File: src/hdl/row_range_directory_page_macros.svh
// row_range_directory_page_macros.svh: assertion macros for the row range directory rtl
// expects clk and rst_n in the scope of the module that uses them
`ifndef ROW_RANGE_DIRECTORY_PAGE_MACROS_SVH
`define ROW_RANGE_DIRECTORY_PAGE_MACROS_SVH

// same-cycle implication, off while in reset
`define RRDP_ASSERT_IMP(lbl, ante, cons, msg) \
  lbl: assert property (@(posedge clk) disable iff (!rst_n) (ante) |-> (cons)) \
    else $error(msg);

// next-cycle implication, off while in reset
`define RRDP_ASSERT_NXT(lbl, ante, cons, msg) \
  lbl: assert property (@(posedge clk) disable iff (!rst_n) (ante) |=> (cons)) \
    else $error(msg);

`endif

File: src/hdl/rrdp_ram.sv
// rrdp_ram: generic single write port, single read port ram with registered read
// no dependencies
module rrdp_ram #(
  parameter int unsigned WIDTH = 8,
  parameter int unsigned DEPTH = 16
) (
  input  logic                     clk,
  input  logic                     wr_en,
  input  logic [$clog2(DEPTH)-1:0] wr_addr,
  input  logic [WIDTH-1:0]         wr_data,
  input  logic                     rd_en,
  input  logic [$clog2(DEPTH)-1:0] rd_addr,
  output logic [WIDTH-1:0]         rd_data
);

  logic [WIDTH-1:0] mem_r [DEPTH];
  logic [WIDTH-1:0] rd_data_r;

  always_ff @(posedge clk) begin
    if (wr_en) begin
      mem_r[wr_addr] <= wr_data;
    end
    if (rd_en) begin
      rd_data_r <= mem_r[rd_addr];
    end
  end

  assign rd_data = rd_data_r;

endmodule
File: config.mk
export PLATFORM = sky130hd
export DESIGN_NAME = rrdp_ram
export DESIGN_NICKNAME = d
export VERILOG_FILES = /design/src/hdl/row_range_directory_page_macros.svh /design/src/hdl/rrdp_ram.sv
export SDC_FILE = /design/constraint.sdc
export NUM_CORES = 1
export LEC_CHECK = 0
export ABC_AREA = 1
export BUFFER_PORTS_ARGS = -buffer_cell sky130_fd_sc_hd__buf_4
export CORE_MARGIN = 1.5
export CORE_UTILIZATION = 46
export CTS_CLUSTER_DIAMETER = 100
export DETAILED_ROUTE_END_ITERATION = 8
export PLACE_DENSITY_LB_ADDON = 0.08
export SETUP_SLACK_MARGIN = 0.5
export SKIP_LAST_GASP = 1
export SLEW_MARGIN = 20
export SYNTH_ARGS = -nofsm -noshare
export SYNTH_HDL_FRONTEND = slang
export SYNTH_SLANG_ARGS = --single-unit
export TNS_END_PERCENT = 50
File: constraint.sdc
create_clock -name clk -period 3.35 [get_ports clk]
set_input_delay 0.5025 -clock clk [delete_from_list [all_inputs] [get_ports clk]]
set_output_delay 0.5025 -clock clk [all_outputs]
set_load 0.02 [all_outputs]
# Yosys cells after proc, flatten, opt, wreduce, memory -nomap -nowiden
# Memory sizes are Yosys's and may differ from the RTL's. A register that Yosys moved wholly into a read port is not among the register bits.
# Cells that the tools add are included.
dict set report op_classes {
  eq_ne 0
  shift 0
  n_lt_le_gt_ge 0
  muxes 2
  mul 0
  bitwise 0
  div_mod_pow 0
  reduce_logical 0
  n_addsub 0
}
# cell n
set ops {}
lappend ops {{two-way mux 1 bit} 2}
dict set report totals {
  mem_bits_rw 128
  latch_bits 0
  register_bits 0
  output_inout_bits 8
  rom_bits 0
  memories 1
  elab_cells 3
  in_bits 19
}
# memory depth word_bits read_ports rd_clocked_by_memory_dff wr line_no
set mem_list {}
lappend mem_list {mem_r 16 8 1 1 1 rrdp_ram.sv:16} ;# logic [WIDTH-1:0] mem_r [DEPTH];

# Logic depth before layout (Yosys ltp)
dict set report logic_depth {
  word_depth 2
  mapped_depth 8
  mapped_depth_nobuf 7
}

# Least setup slack after synthesis
# Ideal clock, no wire load.
dict set report synth_path {
  path_kind {input port to flip-flop}
  startpoint {input port wr_addr[2]}
  endpoint {memory mem_r[10][0] (enable)}
  arrival_time_ps 1083
  slack_ps 1897
  setup_ps 370
  path_stages 2
  path_buffers 0
  required_time_ps 2980
  cell_sequence {nand3b_1 -> nor2_1}
}
# element line_no
set synth_lines {}
lappend synth_lines {{start, declared} rrdp_ram.sv:9} ;# input logic [$clog2(DEPTH)-1:0] wr_addr,
lappend synth_lines {{end, declared} rrdp_ram.sv:16}
# Straight into the memory's write port.

# Worst setup path after layout
dict set report layout_path {
  startpoint {input port wr_addr[0]}
  endpoint {memory mem_r[12][3] (enable)}
}
# Straight into the memory's write port.

==> reports/results.env <==
OUTCOME='complete, no violations'
FINAL_MIN_PERIOD_OVER_CLOCK_PERIOD_PCT=47.7
GRT_START_MAX_NET_PINS=42
CLOCK_LATENCY_NS=0.42
SYNTHFLOPTYPE='sky130_fd_sc_hd__edfxtp_1'
CLKSINKCOUNT=136
DRV.MAX_CAP_VIOLATION_COUNT=0
VIAS=3729
FINAL_GP_CONGESTION=0.835
CRIT_TYPE='input pin to register'
POST-SYNTH-TOP-COUNT-CELL='sky130_fd_sc_hd__nand2_1'
YS.WARNINGS.COUNT=0
TRACK_USAGE_PCT=21.5
VIAS_IN_THE_FIRST_GLOBAL_ROUTE=3574
REG2REG_SETUP_SLACK_NS=2.22
CLK_PIN_SLEW_WORST_SETUP_HOLD_PATHS_NS=0.06
NUM-NETS-FINAL=594
SYNTH.AVG_CELL_AREA_SQ_UM=10.6
FILLER_CELL_COUNT=1129
REPORT.FINAL.HOLD_VIOL_COUNT=0
DIEHEIGHT_UM=116
MIN_PERIOD_NS=1.60
POWER.SHARE.SEQUENTIAL_PCT=46.7
ANTENNA_VIOLATING_NETS_POST_ROUTE=0
MAX-CLOCK-PATH-BUFFERS=2
DR.PASS1.ITERS=5
SYNTH.FF_LATCH_COUNT=136
INTERNAL-POWER_uW=3290
STATIC-LEAKAGE-POWER_uW=0.00287
NETLIST.TOP_CELL.BY_AREA='sky130_fd_sc_hd__edfxtp_1'
HOLD_PATH.CLASS='input pin to register'
MAX-VDD-IR-DROP_V=0.000360
INITIALDRTVIOLATIONCOUNT=258
POST_SYNTH_INST_COUNT=551
CTS.ROOT.BUFFER_CELL='sky130_fd_sc_hd__clkbuf_16'
NUMBER_OF_GATES_GIVEN_A_NEW_DRIVE_STRENGTH_AFTER_CTS=0
FIN_WORST_HOLD_SLACK_NS=0.410
SYNTH_SEQ_AREA_SHARE_PCT=69.8
POWER.NET_SWITCHING_uW=835
FIRST_PASS_GRT_WIRE_LENGTH_UM=20300
DIE_AREA_SQ_UM=13400
MULTIINPUTGATEAREA_SQ_UM=1210
FLOORPLAN.CORE_AREA_SQ_UM=12500
NETLIST_TOP_CELLS_COUNT='sky130_fd_sc_hd__nand2_1 (173), sky130_fd_sc_hd__edfxtp_1 (136), sky130_fd_sc_hd__inv_1 (100), sky130_fd_sc_hd__nand3_1 (97), sky130_fd_sc_hd__nor2_1 (17)'
BUFFER_PORTS.INSERTED=26
HPWL_AFTER_DETAILED_PLACEMENT_UM=8110
WORST_SETUP_PATH_END_KIND='register'
ASYNCSETRESETFLOPFRACSYNTH_PCT=0
ANTENNA-DIODE-COUNT=0
POST-CTS-SETUP-BUFFERS=0
FLOORPLAN.ROWS=41
FMAXACHIEVABLE_MHz=626
TIMING_WORST_SLEW_PIN_VALUE_NS=1.03
SYNTH.LIB_CELLS_USED.DISTINCT=11
GRT_ANTENNA_BEFORE_REPAIR=0
ARRIVAL_NS=1.63
PWR-SHARE-COMB_PCT=5.7
POWER_PER_CELL_AREA_nW_PER_UM2=613
SYNTHDOMINANTCELLAREASHARE_PCT=69.8
HTREE_NUM_LEVELS=4
CLOCK_POWER_SHARE_PCT=47.6
REQUIRED_NS=3.39
FINCLKSKEW_NS=0.00619
CTS_BUFFERS=17
GRT_SETUP_UNREPAIRED='no'
AVGROUTEDWIREPERCELL_UM=17.3
FLOW.AREA_GROWTH_FROM_SYNTHESIS_PCT=15.1
SETUP.WORST_PATH.START_CLASS='input pin'
VIAS_PER_CELL=4.91
HOLDBUFCOUNTCTS=0
SYNTHTOPCELLSBYAREA='sky130_fd_sc_hd__edfxtp_1 (70%), sky130_fd_sc_hd__nand2_1 (11%), sky130_fd_sc_hd__nand3_1 (8.3%), sky130_fd_sc_hd__inv_1 (6.4%), sky130_fd_sc_hd__buf_6 (1.2%)'
DIE-WIDTH_UM=116
SEQCELLAREA_SQ_UM=4080
LAYOUT-DRIVE-GT1-SHARE_PCT=9.52
SYNTH_ENABLE_FLOP_CELLS=136
GLOBALROUTE.TOTALOVERFLOW=0
SYN-NUM-NETS=570
POWER.SHARE.SWITCHING_PCT=20.2
IO_PINS=27
NETLIST_AREA_SQ_UM=5850
NUMBER_OF_PINS_EXCEEDING_THEIR_MAX_SLEW_LIMIT_IN_THE_FINAL_REPORT=0
CTS_TREE='yes'
SETUP_TNS_NS=0
FLOORPLAN.INITIALDENSITY_PCT=46.7
POST_DETAILED_ROUTING_WIRE_LENGTH_UM=13100
DRC_VIOLATION_COUNT_AFTER_ROUTING=0
MAX-SLEW-MARGIN-REL_PCT=31.2
WORST-PATH-MAX-FANOUT=8
SETUP_VIOL=0
## area by class of cell
| type | instances | share of cell area (%) |
|---|---|---|
| Clock buffer | 20 | 6.49 |
| Clock inverter | 12 | 2.68 |
| Inverter | 102 | 5.69 |
| Multi-Input combinational cell | 289 | 18.0 |
| Sequential cell | 136 | 60.7 |
| Tap cell | 172 | 3.20 |
| Timing Repair Buffer | 29 | 3.23 |
## per-stage QoR
| stage | std cells | utilization [%] | setup slack (ns) | total power [uW] | instance area, sq um |
|---|---|---|---|---|---|
| 2_1_floorplan | 551 | - | 1.90 | 2110 | 5850 |
| 3_3_place_gp | 728 | 48.8 | 1.32 | 2200 | 6110 |
| 3_5_place_dp | 728 | 48.8 | 1.31 | 2200 | 6110 |
| 4_1_cts | 760 | 53.8 | 1.76 | 4160 | 6730 |
| 5_1_grt | 760 | 53.8 | 1.66 | 4260 | 6730 |
| 6_report | 760 | 53.8 | 1.75 | 4130 | 6730 |
## logic make-up after synthesis
kind of cell / Yosys count / synth area share (%)
buffers and inverters: 126 / 9.39
AND/OR/NAND/NOR: 289 / 20.8
flip-flops: 136 / 69.8
## per-layer routing
layer	wire length [um]	vias to the layer above	track usage [%]
met3	819	14	5.86
met5	0	-	0
met4	199	0	8.54
li1	-	1826	-
met2	6190	133	32.7
met1	5900	1756	29.6
## critical path, stage by stage
cell                      delay, ns
sky130_fd_sc_hd__buf_4         0.12
sky130_fd_sc_hd__inv_1         0.06
sky130_fd_sc_hd__nand2_1       0.13
sky130_fd_sc_hd__nor2_1        0.82
## worst paths after layout
check                                       startpoint                endpoint  depth (start not counted)
worst max-delay path                        wr_addr[0]  mem_r[12][3]$_DFFE_PP_                          4
worst min-delay path                             rd_en    rd_data[3]$_DFFE_PP_                          1
worst max register to register   mem_r[1][1]$_DFFE_PP_    rd_data[1]$_DFFE_PP_                          6
worst min register to register  mem_r[13][5]$_DFFE_PP_    rd_data[5]$_DFFE_PP_                          6
## power by group through the flow
| stage | logic, uW | registers (uW) | clock network [uW] |
|---|---|---|---|
| 3_5_place_dp | 237 | 1970 | 0 |
| 3_3_place_gp | 236 | 1960 | 0 |
| 6_report | 235 | 1930 | 1960 |
| 5_1_grt | 264 | 1930 | 2070 |
| 2_1_floorplan | 134 | 1970 | 0 |
| 4_1_cts | 238 | 1930 | 1990 |
## state kept, by name, summed over array words and instances (netlist names)
signal / cells
mem_r: 128
rd_data: 8
## placed cells by master (no fill, tap or decap)
cell | synthesis | layout
sky130_fd_sc_hd__buf_4 | 4 | 29
sky130_fd_sc_hd__bufinv_16 | 0 | 5
sky130_fd_sc_hd__clkbuf_1 | 0 | 3
sky130_fd_sc_hd__clkbuf_16 | 0 | 17
sky130_fd_sc_hd__clkinv_1 | 0 | 4
sky130_fd_sc_hd__clkinv_2 | 0 | 3
sky130_fd_sc_hd__edfxtp_1 | 136 | 136
sky130_fd_sc_hd__inv_1 | 100 | 100
sky130_fd_sc_hd__inv_2 | 2 | 2
sky130_fd_sc_hd__nand2_1 | 173 | 173
sky130_fd_sc_hd__nand3_1 | 97 | 97
sky130_fd_sc_hd__nand3b_1 | 2 | 2
sky130_fd_sc_hd__nor2_1 | 17 | 17
Note: power is estimated with default switching activity, not from simulation.
